==> src/hw/rtl/char_cell_diff_renderer_defines.svh <==
// Assertion macros shared by the character cell difference renderer.
// Included by the top level; depends on nothing else.
`ifndef CHAR_CELL_DIFF_RENDERER_DEFINES_SVH
`define CHAR_CELL_DIFF_RENDERER_DEFINES_SVH

// Same-cycle implication, checked on every rising edge outside reset.
`define CCDR_ASSERT_IMPLIES(label, clk, rst_n, ante, cons) \
    label: assert property (@(posedge clk) disable iff (!(rst_n)) (ante) |-> (cons)) \
        else $error("ccdr: implication check failed");

// Next-cycle implication, checked on every rising edge outside reset.
`define CCDR_ASSERT_NEXT(label, clk, rst_n, ante, cons) \
    label: assert property (@(posedge clk) disable iff (!(rst_n)) (ante) |=> (cons)) \
        else $error("ccdr: next-cycle check failed");

`endif

==> src/hw/rtl/ccdr_pkg.sv <==
// Shared types, constants and the resolution table of the character cell renderer.
// Used by every module of the block; depends on nothing.
package ccdr_pkg;

    // Screen geometry. The line length is a power of two, so the cell column and
    // text row are a mask and a shift of the screen address.
    localparam int CELLS_PER_LINE = 64;
    localparam int SCREEN_CELLS   = 1024;
    localparam int GLYPH_BYTES    = 2048;
    localparam int LINE_SHIFT     = $clog2(CELLS_PER_LINE);
    localparam int SA_W           = $clog2(SCREEN_CELLS);
    localparam int GA_W           = $clog2(GLYPH_BYTES);
    localparam int QUEUE_DEPTH    = 4;

    localparam logic [9:0] DISP_WIDTH_RESET  = 10'd320;
    localparam logic [9:0] DISP_HEIGHT_RESET = 10'd240;

    // Item kinds.
    localparam logic KIND_SCREEN = 1'b0;
    localparam logic KIND_GLYPH  = 1'b1;

    // Configuration register indexes.
    typedef enum logic [1:0] {
        CFG_RES_SEL     = 2'd0,
        CFG_COL_OFFSET  = 2'd1,
        CFG_DISP_WIDTH  = 2'd2,
        CFG_DISP_HEIGHT = 2'd3
    } t_cfg_index;

    // Input beat.
    typedef struct packed {
        logic       kind;
        logic [9:0] screen_address;
        logic [7:0] char_code;
        logic [10:0] glyph_address;
        logic [7:0] glyph_byte;
    } t_in_item;

    // Output beat: one changed glyph row.
    typedef struct packed {
        logic [9:0] pixel_x;
        logic [9:0] pixel_y;
        logic [7:0] change_mask;
        logic [7:0] new_pattern;
        logic       last;
    } t_out_item;

    // Cell shape: width 8 or 7, height 8 or 7, and row doubling.
    typedef struct packed {
        logic wide8;
        logic tall8;
        logic dbl;
    } t_mode;

    // Classified command passed from the front end to the back end.
    typedef struct packed {
        logic             kind;
        logic [SA_W-1:0]  sa;
        logic             in_range;
        logic [7:0]       code;
        logic [GA_W-1:0]  glyph_address;
        logic [7:0]       glyph_byte;
        logic             visible;
        logic [9:0]       x;
        logic [9:0]       y;
        t_mode            mode;
    } t_cmd;

    // Back-end status seen by the front end and the top level.
    typedef struct packed {
        logic clearing;
        logic idle;
    } t_back_status;

    typedef enum logic [2:0] {
        BS_CLEAR,
        BS_IDLE,
        BS_OLD,
        BS_ROWS,
        BS_FLUSH
    } t_back_state;

    // Resolution table; unused selections fall back to the first entry.
    function automatic t_mode mode_lookup(input logic [2:0] sel);
        t_mode m;
        case (sel)
            3'd0: m = '{wide8: 1'b1, tall8: 1'b1, dbl: 1'b0};
            3'd1: m = '{wide8: 1'b1, tall8: 1'b1, dbl: 1'b1};
            3'd2: m = '{wide8: 1'b0, tall8: 1'b1, dbl: 1'b0};
            3'd3: m = '{wide8: 1'b0, tall8: 1'b0, dbl: 1'b0};
            3'd4: m = '{wide8: 1'b0, tall8: 1'b0, dbl: 1'b1};
            default: m = '{wide8: 1'b1, tall8: 1'b1, dbl: 1'b0};
        endcase
        return m;
    endfunction

endpackage

==> src/hw/rtl/ccdr_queue.sv <==
// Short command queue that decouples the front end from the back end.
// Depends on ccdr_pkg for the command type and the depth.
module ccdr_queue (
    input  logic           i_clk,
    input  logic           i_rst_n,
    input  logic           i_push_valid,
    output logic           o_push_ready,
    input  ccdr_pkg::t_cmd i_push_cmd,
    output logic           o_pop_valid,
    input  logic           i_pop_ready,
    output ccdr_pkg::t_cmd o_pop_cmd
);
    localparam int PTR_W = $clog2(ccdr_pkg::QUEUE_DEPTH);
    localparam int CNT_W = $clog2(ccdr_pkg::QUEUE_DEPTH + 1);

    ccdr_pkg::t_cmd   r_entries [ccdr_pkg::QUEUE_DEPTH];
    logic [PTR_W-1:0] r_wr_ptr, n_wr_ptr;
    logic [PTR_W-1:0] r_rd_ptr, n_rd_ptr;
    logic [CNT_W-1:0] r_count, n_count;
    logic             push;
    logic             pop;

    assign o_push_ready = r_count != CNT_W'(ccdr_pkg::QUEUE_DEPTH);
    assign o_pop_valid  = r_count != '0;
    assign o_pop_cmd    = r_entries[r_rd_ptr];
    assign push         = i_push_valid && o_push_ready;
    assign pop          = o_pop_valid && i_pop_ready;

    // Pointer and fill count update; pointers wrap at the depth.
    always_comb begin
        n_wr_ptr = r_wr_ptr;
        n_rd_ptr = r_rd_ptr;
        n_count  = r_count;
        if (push) begin
            n_wr_ptr = (r_wr_ptr == PTR_W'(ccdr_pkg::QUEUE_DEPTH - 1)) ? '0 : r_wr_ptr + 1'b1;
        end
        if (pop) begin
            n_rd_ptr = (r_rd_ptr == PTR_W'(ccdr_pkg::QUEUE_DEPTH - 1)) ? '0 : r_rd_ptr + 1'b1;
        end
        case ({push, pop})
            2'b10:   n_count = r_count + 1'b1;
            2'b01:   n_count = r_count - 1'b1;
            default: n_count = r_count;
        endcase
    end

    always_ff @(posedge i_clk) begin
        if (!i_rst_n) begin
            r_wr_ptr <= '0;
            r_rd_ptr <= '0;
            r_count  <= '0;
        end else begin
            r_wr_ptr <= n_wr_ptr;
            r_rd_ptr <= n_rd_ptr;
            r_count  <= n_count;
        end
    end

    // Entry storage needs no reset.
    always_ff @(posedge i_clk) begin
        if (push) begin
            r_entries[r_wr_ptr] <= i_push_cmd;
        end
    end

endmodule

==> config.mk <==
export PLATFORM = sky130hd
export DESIGN_NAME = ccdr_queue
export DESIGN_NICKNAME = d
export VERILOG_FILES = /design/src/hw/rtl/char_cell_diff_renderer_defines.svh /design/src/hw/rtl/ccdr_pkg.sv /design/src/hw/rtl/ccdr_queue.sv
export SDC_FILE = /design/constraint.sdc
export NUM_CORES = 1
export LEC_CHECK = 0
export BUFFER_PORTS_ARGS = -buffer_cell sky130_fd_sc_hd__buf_4
export CORE_UTILIZATION = 30
export DETAILED_ROUTE_END_ITERATION = 10
export GPL_ROUTABILITY_DRIVEN = 0
export PLACE_DENSITY_LB_ADDON = 0.05
export SKIP_CTS_REPAIR_TIMING = 1
export SLEW_MARGIN = 20
export SYNTH_ARGS = -nofsm -noshare
export SYNTH_HDL_FRONTEND = slang
export SYNTH_SLANG_ARGS = --single-unit
==> constraint.sdc <==
create_clock -name i_clk -period 2.8 [get_ports i_clk]
set_input_delay 0.56 -clock i_clk [delete_from_list [all_inputs] [get_ports i_clk]]
set_output_delay 0.56 -clock i_clk [all_outputs]
set_load 0.005 [all_outputs]
==> results.json <==
{
  "power_density_mw_per_mm2": 882,
  "synth_cell_types": 26,
  "die_w_um": 181,
  "r2r_slack_ps": 220,
  "dp_slack_ps": 225,
  "endpoint": "r_count[2]",
  "grt_pass1_wl_mm": 29.6,
  "setup_ws_ps": 216,
  "synth_top_area_cell": "edfxtp_1",
  "firstDrtPassIters": 4,
  "power_frac_comb_pct": 23.2,
  "wl_per_cell_um": 20.0,
  "dieArea_mm2": 0.0327,
  "synth_seq_cells": 261,
  "dp_hpwl_mm": 11.5,
  "worstPathRequired_ps": 3250,
  "routed_via_density": 4.50,
  "crit_path_end_kind": "flop",
  "fin_worst_skew_ps": 11.1,
  "syn-cell-area_mm2": 0.00959,
  "seq_area_frac_synth_pct": 80.8,
  "outcome": "finished clean",
  "clkSinkCount": 261,
  "postPlaceCellArea_mm2": 0.0112,
  "netlist_instances": 385,
  "tns_ps": 0,
  "cp.arrival_ps": 3040,
  "synth_area_leaders": "edfxtp_1, mux4_2, dfxtp_1",
  "ant_nets": 0,
  "worst_pin_slew_ps": 498,
  "path_depth": 9,
  "path_buf_inv": 2,
  "synth_top_area_share_pct": 78.9,
  "diodes": 0,
  "grt_overflow": 0,
  "cp_cell_sequence": "or3b_1 > and2_4 > inv_1 > ha_1 > inv_1 > fa_1 > xor2_1 > or3_2 > a21boi_1",
  "crit_fanout": 7,
  "cp-startpoint": "r_count[2]",
  "switchingPower_mw": 2.59,
  "cts_root_buf": "clkbuf_16",
  "setup_violations": 0,
  "path_class": "flop to flop",
  "drt-initial-drc-count": 135,
  "swShare_pct": 24.2,
  "clock.fmax_ghz": 0.387,
  "grt_usage_pct": 12.1,
  "p_leak_nw": 4.07,
  "period_minus_slack_ps": 2580,
  "total_power_mw": 10.7,
  "grt_pass1_vias": 4900,
  "dp_cells": 916,
  "final_cells": 979,
  "syn_to_final_growth_pct": 26.5,
  "clockPowerShare_pct": 31.6,
  "stdcell_area_mm2": 0.0121,
  "finalHoldViolations": 0,
  "wl_mm": 19.5,
  "yosysWarnings": 0,
  "hold_path.class": "input port to flop",
  "clockBufferDepth": 3,
  "cts_buffers": 29,
  "rows": 65,
  "finalCritPeriodShare_pct": 92.3,
  "clk_latency_ps": 530,
  "portBuffers": 131,
  "grt_max_degree": 64,
  "final_common_cell": "edfxtp_1",
  "crit_top_cell": "inv_1",
  "drive_above_1_share_pct": 45.9,
  "boundaryPins": 132,
  "ff2ff_path_depth": 9,
  "dr_total_vias": 4406,
  "cts_tree": "built",
  "clk_pin_slew_worst_paths_ps": 60,
  "syn_nets": 459,
  "antenna_found_initial": 0,
  "cap_violations": 0,
  "mostFrequentLayoutCells": "edfxtp_1, buf_4, mux4_2",
  "p_seq_share_pct": 45.2,
  "nets": 629,
  "maxSlewHeadroom_pct": 66.5,
  "rr_endpoint": "r_count[2]",
  "irDropWorstVdd_v": 0.000387,
  "holdWs_ps": 229,
  "grt_setup_unrepaired": "false",
  "maxSlewViolCount": 0,
  "rr_startpoint": "r_count[2]",
  "drcViolationCount": 0,
  "coreArea_mm2": 0.0315,
  "avgSynthCellArea_um2": 24.9,
  "post-route-util_pct": 38.5,
  "cp_slowest_stage_delay_ps": 490,
  "internal_power_mw": 8.11,
  "die_h_um": 181,
  "slowest_stage": "or3b_1",
  "cpLargestDelayFamily": "simple AND/OR/NAND/NOR gates",
  "whs_path_depth": 1,
  "htree_levels": 1,
  "worstSetupStartpointType": "flop",
  "start_util_pct": 30.5
}
-- cells in the mapped netlist (all sizes together) --
| cell | count |
|---|---|
| xnor2 | 1 |
| mux2i | 1 |
| a21boi | 1 |
| ha | 6 |
| or3b | 1 |
| o31ai | 1 |
| o21ai | 5 |
| or3 | 2 |
| fa | 1 |
| dfxtp | 9 |
| and3 | 4 |
| nand4 | 1 |
| clkbuf | 7 |
| nor2 | 2 |
| edfxtp | 252 |
| and2 | 3 |
| inv | 7 |
| xor2 | 1 |
| nand2 | 6 |
| buf | 9 |
| mux4 | 63 |
| nand3 | 2 |
-- power groups by stage --
stage / Clock, mW / Sequential [mW] / Combinational [mW]
after global placement: 0 / 4.96 / 2.40
after CTS: 3.53 / 4.90 / 2.41
after global routing: 3.67 / 4.87 / 2.71
after floorplan: 0 / 4.86 / 1.33
final: 3.38 / 4.84 / 2.48
after detailed placement: 0 / 4.98 / 2.40
-- worst min-delay path by stage --
stage                              start                to  slack (ps)
after floorplan              r_wr_ptr[1]       r_wr_ptr[1]         470
after global placement        r_count[2]        r_count[2]         490
after detailed placement     r_wr_ptr[1]       r_wr_ptr[1]         500
after CTS                 i_push_cmd[42]  r_entries[0][42]         190
after global routing      i_push_cmd[47]  r_entries[2][47]         190
final                     i_push_cmd[61]  r_entries[2][61]         230
-- registers in the layout (all words and copies together) (netlist names), named ones only --
| signal | count |
|---|---|
| r_count | 3 |
| r_entries | 252 |
| r_rd_ptr | 2 |
| r_wr_ptr | 2 |
-- worst register-to-register path: stages (launching register included) --
cell      delay [ps]
dfxtp_1          400
or3b_1           490
and2_4           220
inv_1             50
ha_1             170
inv_1             60
fa_1             380
xor2_1           170
or3_2            420
a21boi_1         150
-- area by class of cell --
type,count,area [um2]
clock buffers,36,752
clock inverters,17,100
fillers,2797,19300
inverters,7,26.3
multi-input cells,101,1720
flip-flops and latches,261,7750
well taps,402,503
repair buffers,155,1280
-- routing by layer --
metal / share of wire [%] / vias to the layer above / routed length (um) / global-route usage [%]
met1: 43 / 2305 / 8440 / 15.3
met2: 49 / 102 / 9580 / 20.3
li1: - / 1971 / - / -
met4: 1.8 / 0 / 359 / 3.42
met5: 0 / - / 0 / 0
met3: 6.0 / 28 / 1170 / 3.20
-- logic make-up after synthesis --
| logic type | after synthesis | synth area share [%] |
|---|---|---|
| AO/OA/AOI/OAI | 7 | 0.417 |
| buffers and inverters | 23 | 1.47 |
| adder cells (fa/ha/maj) | 7 | 0.992 |
| XOR/XNOR | 2 | 0.183 |
| flip-flops | 261 | 80.8 |
| multiplexers | 64 | 14.9 |
| AND/OR/NAND/NOR | 21 | 1.25 |
No activity file was read; power rests on OpenSTA's default activity.
