`src/hw/rtl/char_cell_diff_renderer_defines.svh`:
```
// Assertion macros shared by the character cell difference renderer.
// Included by the top level; depends on nothing else.
`ifndef CHAR_CELL_DIFF_RENDERER_DEFINES_SVH
`define CHAR_CELL_DIFF_RENDERER_DEFINES_SVH

// Same-cycle implication, checked on every rising edge outside reset.
`define CCDR_ASSERT_IMPLIES(label, clk, rst_n, ante, cons) \
    label: assert property (@(posedge clk) disable iff (!(rst_n)) (ante) |-> (cons)) \
        else $error("ccdr: implication check failed");

// Next-cycle implication, checked on every rising edge outside reset.
`define CCDR_ASSERT_NEXT(label, clk, rst_n, ante, cons) \
    label: assert property (@(posedge clk) disable iff (!(rst_n)) (ante) |=> (cons)) \
        else $error("ccdr: next-cycle check failed");

`endif

```
`src/hw/rtl/ccdr_pkg.sv`:
```
// Shared types, constants and the resolution table of the character cell renderer.
// Used by every module of the block; depends on nothing.
package ccdr_pkg;

    // Screen geometry. The line length is a power of two, so the cell column and
    // text row are a mask and a shift of the screen address.
    localparam int CELLS_PER_LINE = 64;
    localparam int SCREEN_CELLS   = 1024;
    localparam int GLYPH_BYTES    = 2048;
    localparam int LINE_SHIFT     = $clog2(CELLS_PER_LINE);
    localparam int SA_W           = $clog2(SCREEN_CELLS);
    localparam int GA_W           = $clog2(GLYPH_BYTES);
    localparam int QUEUE_DEPTH    = 4;

    localparam logic [9:0] DISP_WIDTH_RESET  = 10'd320;
    localparam logic [9:0] DISP_HEIGHT_RESET = 10'd240;

    // Item kinds.
    localparam logic KIND_SCREEN = 1'b0;
    localparam logic KIND_GLYPH  = 1'b1;

    // Configuration register indexes.
    typedef enum logic [1:0] {
        CFG_RES_SEL     = 2'd0,
        CFG_COL_OFFSET  = 2'd1,
        CFG_DISP_WIDTH  = 2'd2,
        CFG_DISP_HEIGHT = 2'd3
    } t_cfg_index;

    // Input beat.
    typedef struct packed {
        logic       kind;
        logic [9:0] screen_address;
        logic [7:0] char_code;
        logic [10:0] glyph_address;
        logic [7:0] glyph_byte;
    } t_in_item;

    // Output beat: one changed glyph row.
    typedef struct packed {
        logic [9:0] pixel_x;
        logic [9:0] pixel_y;
        logic [7:0] change_mask;
        logic [7:0] new_pattern;
        logic       last;
    } t_out_item;

    // Cell shape: width 8 or 7, height 8 or 7, and row doubling.
    typedef struct packed {
        logic wide8;
        logic tall8;
        logic dbl;
    } t_mode;

    // Classified command passed from the front end to the back end.
    typedef struct packed {
        logic             kind;
        logic [SA_W-1:0]  sa;
        logic             in_range;
        logic [7:0]       code;
        logic [GA_W-1:0]  glyph_address;
        logic [7:0]       glyph_byte;
        logic             visible;
        logic [9:0]       x;
        logic [9:0]       y;
        t_mode            mode;
    } t_cmd;

    // Back-end status seen by the front end and the top level.
    typedef struct packed {
        logic clearing;
        logic idle;
    } t_back_status;

    typedef enum logic [2:0] {
        BS_CLEAR,
        BS_IDLE,
        BS_OLD,
        BS_ROWS,
        BS_FLUSH
    } t_back_state;

    // Resolution table; unused selections fall back to the first entry.
    function automatic t_mode mode_lookup(input logic [2:0] sel);
        t_mode m;
        case (sel)
            3'd0: m = '{wide8: 1'b1, tall8: 1'b1, dbl: 1'b0};
            3'd1: m = '{wide8: 1'b1, tall8: 1'b1, dbl: 1'b1};
            3'd2: m = '{wide8: 1'b0, tall8: 1'b1, dbl: 1'b0};
            3'd3: m = '{wide8: 1'b0, tall8: 1'b0, dbl: 1'b0};
            3'd4: m = '{wide8: 1'b0, tall8: 1'b0, dbl: 1'b1};
            default: m = '{wide8: 1'b1, tall8: 1'b1, dbl: 1'b0};
        endcase
        return m;
    endfunction

endpackage

```
`src/hw/rtl/ccdr_front.sv`:
```
// Front end: accepts input beats and classifies them into commands.
// Depends on ccdr_pkg for the command type and the resolution table.
module ccdr_front (
    input  logic                  i_in_valid,
    output logic                  o_in_ready,
    input  ccdr_pkg::t_in_item    i_in_item,
    input  logic [2:0]            i_res_sel,
    input  logic signed [4:0]     i_col_offset,
    input  logic [9:0]            i_disp_width,
    input  logic [9:0]            i_disp_height,
    input  ccdr_pkg::t_back_status i_status,
    output logic                  o_push_valid,
    input  logic                  i_push_ready,
    output ccdr_pkg::t_cmd        o_push_cmd
);
    localparam int COL_W = ccdr_pkg::LINE_SHIFT + 2;
    localparam int ROW_W = 10 - ccdr_pkg::LINE_SHIFT;

    ccdr_pkg::t_mode                  mode;
    logic [ccdr_pkg::LINE_SHIFT-1:0]  line_col;
    logic [ROW_W-1:0]                 text_row;
    logic signed [COL_W-1:0]          col;
    logic [3:0]                       cell_w;
    logic [3:0]                       cell_h;
    logic [4:0]                       row_step;
    logic signed [15:0]               x16;
    logic [15:0]                      y16;
    logic                             x_ok;
    logic                             y_ok;

    // Cell column and text row from the screen address.
    always_comb begin
        mode     = ccdr_pkg::mode_lookup(i_res_sel);
        line_col = i_in_item.screen_address[ccdr_pkg::LINE_SHIFT-1:0];
        text_row = i_in_item.screen_address[9:ccdr_pkg::LINE_SHIFT];
        col      = $signed({2'b00, line_col})
                 + $signed({{(COL_W-5){i_col_offset[4]}}, i_col_offset});
        cell_w   = mode.wide8 ? 4'd8 : 4'd7;
        cell_h   = mode.tall8 ? 4'd8 : 4'd7;
        row_step = mode.dbl ? {cell_h, 1'b0} : {1'b0, cell_h};
    end

    // Pixel position and the on-display test.
    always_comb begin
        x16  = $signed({{(16-COL_W){col[COL_W-1]}}, col}) * $signed({12'd0, cell_w});
        y16  = 16'(text_row) * 16'(row_step);
        x_ok = !x16[15] && (x16 < $signed({6'd0, i_disp_width}));
        y_ok = y16 < {6'd0, i_disp_height};
    end

    // Command assembly.
    always_comb begin
        o_push_cmd.kind          = i_in_item.kind;
        o_push_cmd.sa            = ccdr_pkg::SA_W'(i_in_item.screen_address);
        o_push_cmd.in_range      = 32'(i_in_item.screen_address)
                                 < 32'(ccdr_pkg::SCREEN_CELLS);
        o_push_cmd.code          = i_in_item.char_code;
        o_push_cmd.glyph_address = i_in_item.glyph_address;
        o_push_cmd.glyph_byte    = i_in_item.glyph_byte;
        o_push_cmd.visible       = x_ok && y_ok;
        o_push_cmd.x             = x16[9:0];
        o_push_cmd.y             = y16[9:0];
        o_push_cmd.mode          = mode;
    end

    // No beats are taken while the screen store is being cleared.
    assign o_in_ready   = i_push_ready && !i_status.clearing;
    assign o_push_valid = i_in_valid && !i_status.clearing;

endmodule

```
`config.mk`:
```
export PLATFORM = sky130hd
export DESIGN_NAME = ccdr_front
export DESIGN_NICKNAME = d
export VERILOG_FILES = /design/src/hw/rtl/char_cell_diff_renderer_defines.svh /design/src/hw/rtl/ccdr_pkg.sv /design/src/hw/rtl/ccdr_front.sv
export SDC_FILE = /design/constraint.sdc
export NUM_CORES = 1
export LEC_CHECK = 0
export BUFFER_PORTS_ARGS = -buffer_cell sky130_fd_sc_hd__buf_2
export CAP_MARGIN = 40
export CELL_PAD_IN_SITES_DETAIL_PLACEMENT = 1
export CELL_PAD_IN_SITES_GLOBAL_PLACEMENT = 1
export CORE_MARGIN = 2
export CORE_UTILIZATION = 30
export DETAILED_ROUTE_END_ITERATION = 10
export PLACE_DENSITY = 0.89
export SKIP_LAST_GASP = 1
export SLEW_MARGIN = 20
export SYNTH_ARGS = -nofsm -noshare
export SYNTH_HDL_FRONTEND = slang
export SYNTH_SLANG_ARGS = --single-unit
```
`constraint.sdc`:
```
create_clock -name vclk -period 13.3
set_clock_uncertainty 0.15 [all_clocks]
set_input_delay 2.66 -clock vclk [all_inputs]
set_output_delay 2.66 -clock vclk [all_outputs]
set_load 0.02 [all_outputs]
```
==> flow_metrics.py <==
metrics = {
    "route": {
        "avgViaCountPerCell": 4.77,
        "wl_per_cell_um": 12.8,
        "dr.pass1.iters": 4,
        "drt_iter0_markers": 43,
        "routed_wl_um": 6070,
        "ant_nets": 0,
        "drc_errors": 0,
        "route.vias.total": 2256,
    },
    "power": {
        "vdd_drop_max_uv": 22.8,
        "p_sw_uw": 163,
        "p_int_uw": 108,
        "comb_power_share_pct": 100.0,
        "power.share.clock_pct": 0,
        "p_per_area_nw_per_um2": 98.5,
        "pwr-share-seq_pct": 0,
        "power_switching_share_pct": 60.2,
        "p_leak_uw": 0.00161,
    },
    "layout": {
        "area_growth_pct": 8.03,
        "seq_area_um2": 0,
        "drive_gt1_share_pct": 22.6,
        "nClkBuffers": 0,
        "nFillCells": 1046,
        "final_cells": 473,
        "utilization_pct": 33.4,
        "layout.nets": 510,
        "final_area_um2": 2750,
        "antenna_cells": 0,
        "seq_cells": 0,
    },
    "sta": {
        "drv_slew": 0,
        "tightest_slew_ps": 490,
        "min_period_ps": 10370,
        "relSlewSlack_pct": 67.0,
        "fmax_ghz": 0.0965,
        "tns_ps": 0,
        "hold_violations": 0,
        "holdWs_ps": 5170,
        "period_share_pct": 77.9,
        "rsz0062_at_grt": "no",
        "setup_viol": 0,
    },
    "outcome": {
        "status": "completed",
    },
    "placed_design": {
        "dp_cells": 473,
        "dp_hpwl_um": 5620,
        "gp_congestion": 0.803,
        "dpl_cell_area_um2": 2750,
        "port_buffers": 76,
    },
    "synthesis": {
        "synthesis.nets": 474,
        "synth.distinct_cells": 48,
        "syn_area_per_cell_um2": 7.61,
        "yosysWarnings": 0,
        "syn_inst": 334,
        "syn_area_um2": 2540,
        "ys_seq_area_share_pct": 0,
    },
    "flow_run": {
        "drv_cap": 0,
    },
    "die": {
        "die_x_um": 96.0,
        "die_y_um": 96.0,
        "io_pins": 135,
        "fp-row-count": 33,
        "core_um2": 8220,
        "start_util_pct": 30.9,
        "dieArea_um2": 9220,
    },
    "worst_setup_path": {
        "cp.required_ps": 10490,
        "worstSetupEndpointType": "output port",
        "worstSetupStartpointType": "primary input",
        "crit_path_max_fanout": 5,
        "critical_path_class": "primary input to output port",
        "arrival_ps": 7560,
    },
    "clock_tree": {
        "post_cts_buffers": 0,
        "cts_resized": 0,
        "holdBufCountCts": 0,
    },
    "grt": {
        "antenna_found_initial": 0,
        "grt_pass1_wl_um": 10100,
        "grt_pass1_vias": 2326,
        "gr-total-overflow": 0,
        "track_usage_pct": 13.0,
        "grt_start_max_net_pins": 14,
    },
    "worst_hold_path": {
        "hold_path_class": "primary input to output port",
    },
}
-- final timing paths --
path	start	endpoint	slack [ps]	cells after the start
setup / recovery	i_in_item[27]	o_push_cmd[23]	2930	22
hold / removal	i_in_item[3]	o_push_cmd[27]	5170	0
-- cell type report --
type	count	area (µm²)	share of cell area (%)
Tap cell	105	131	4.79
Inverter	65	244	8.89
Timing Repair Buffer	76	380	13.9
Multi-Input combinational cell	227	1990	72.5
-- stage by stage --
stage / power, µW / setup WS, ps
floorplan: 211 / 3270
global route: 307 / 2580
global placement: 259 / 3060
CTS: 276 / 2920
detailed placement: 274 / 2940
finish: 270 / 2930
-- power groups by stage --
stage          logic, µW  registers, µW  clock network [µW]
2_1_floorplan        211              0                   0
3_3_place_gp         259              0                   0
3_5_place_dp         274              0                   0
4_1_cts              276              0                   0
5_1_grt              307              0                   0
6_report             270              0                   0
-- cells in the final DEF (no fill, tap or decap), types with 3 or more instances in the layout --
cell type,instances
nor2b_1,8
inv_1,63
nor2_1,11
and2_1,12
fa_1,13
a21o_1,8
nand2b_1,4
o31ai_1,3
o21bai_1,3
xor2_1,7
o21a_1,4
nor3_1,3
nand2_1,13
o21ai_0,11
ha_1,57
a211oi_1,4
xnor2_1,13
a21oi_1,18
buf_2,76
-- per-layer routing --
metal | wire length (µm) | vias up | GRT usage, %
met3 | 225 | 4 | 0.392
met1 | 2650 | 1076 | 16.3
met5 | 0 | - | 0
li1 | - | 1134 | -
met2 | 3150 | 42 | 25.3
met4 | 42 | 0 | 1.55
-- cells in the mapped netlist (3+ instances only) --
cell type	n	area share, %
a211oi_1	4	1.2
nand2_1	13	1.9
nor2_1	11	1.6
nor2b_1	8	2.0
xnor2_1	13	4.5
fa_1	13	10
buf_4	40	12
o31ai_1	3	0.89
a21oi_1	18	3.5
xor2_1	7	2.4
a21o_1	8	2.4
ha_1	57	28
nand2b_1	4	0.98
o21bai_1	3	0.89
o21a_1	4	1.2
inv_1	63	9.3
o21ai_0	11	2.2
nor3_1	3	0.59
and2_1	12	3.0
-- critical path, stage by stage --
cell,delay [ps]
buf_2,100
ha_1,230
fa_1,440
a211oi_1,330
nor4_1,110
o31ai_1,470
inv_1,90
ha_1,290
inv_1,50
fa_1,490
inv_1,40
ha_1,350
a21oi_1,320
nand2_1,140
xor2_1,190
ha_1,310
nand2_1,80
nor2_1,50
a211oi_1,210
o21ai_0,160
a211oi_2,230
buf_2,200
-- cells by family (layout without fill, tap and decap cells) --
| family | after synthesis | in the layout | share of synthesized area, % |
|---|---|---|---|
| AO/OA/AOI/OAI | 69 | 69 | 18.2 |
| XOR/XNOR | 20 | 20 | 6.89 |
| adder cells (fa/ha/maj) | 70 | 70 | 38.3 |
| buffers and inverters | 107 | 141 | 21.7 |
| multiplexers | 1 | 1 | 0.394 |
| other | 2 | 2 | 0.296 |
| AND/OR/NAND/NOR | 65 | 65 | 14.2 |
Note: power is estimated with default switching activity, not from simulation.
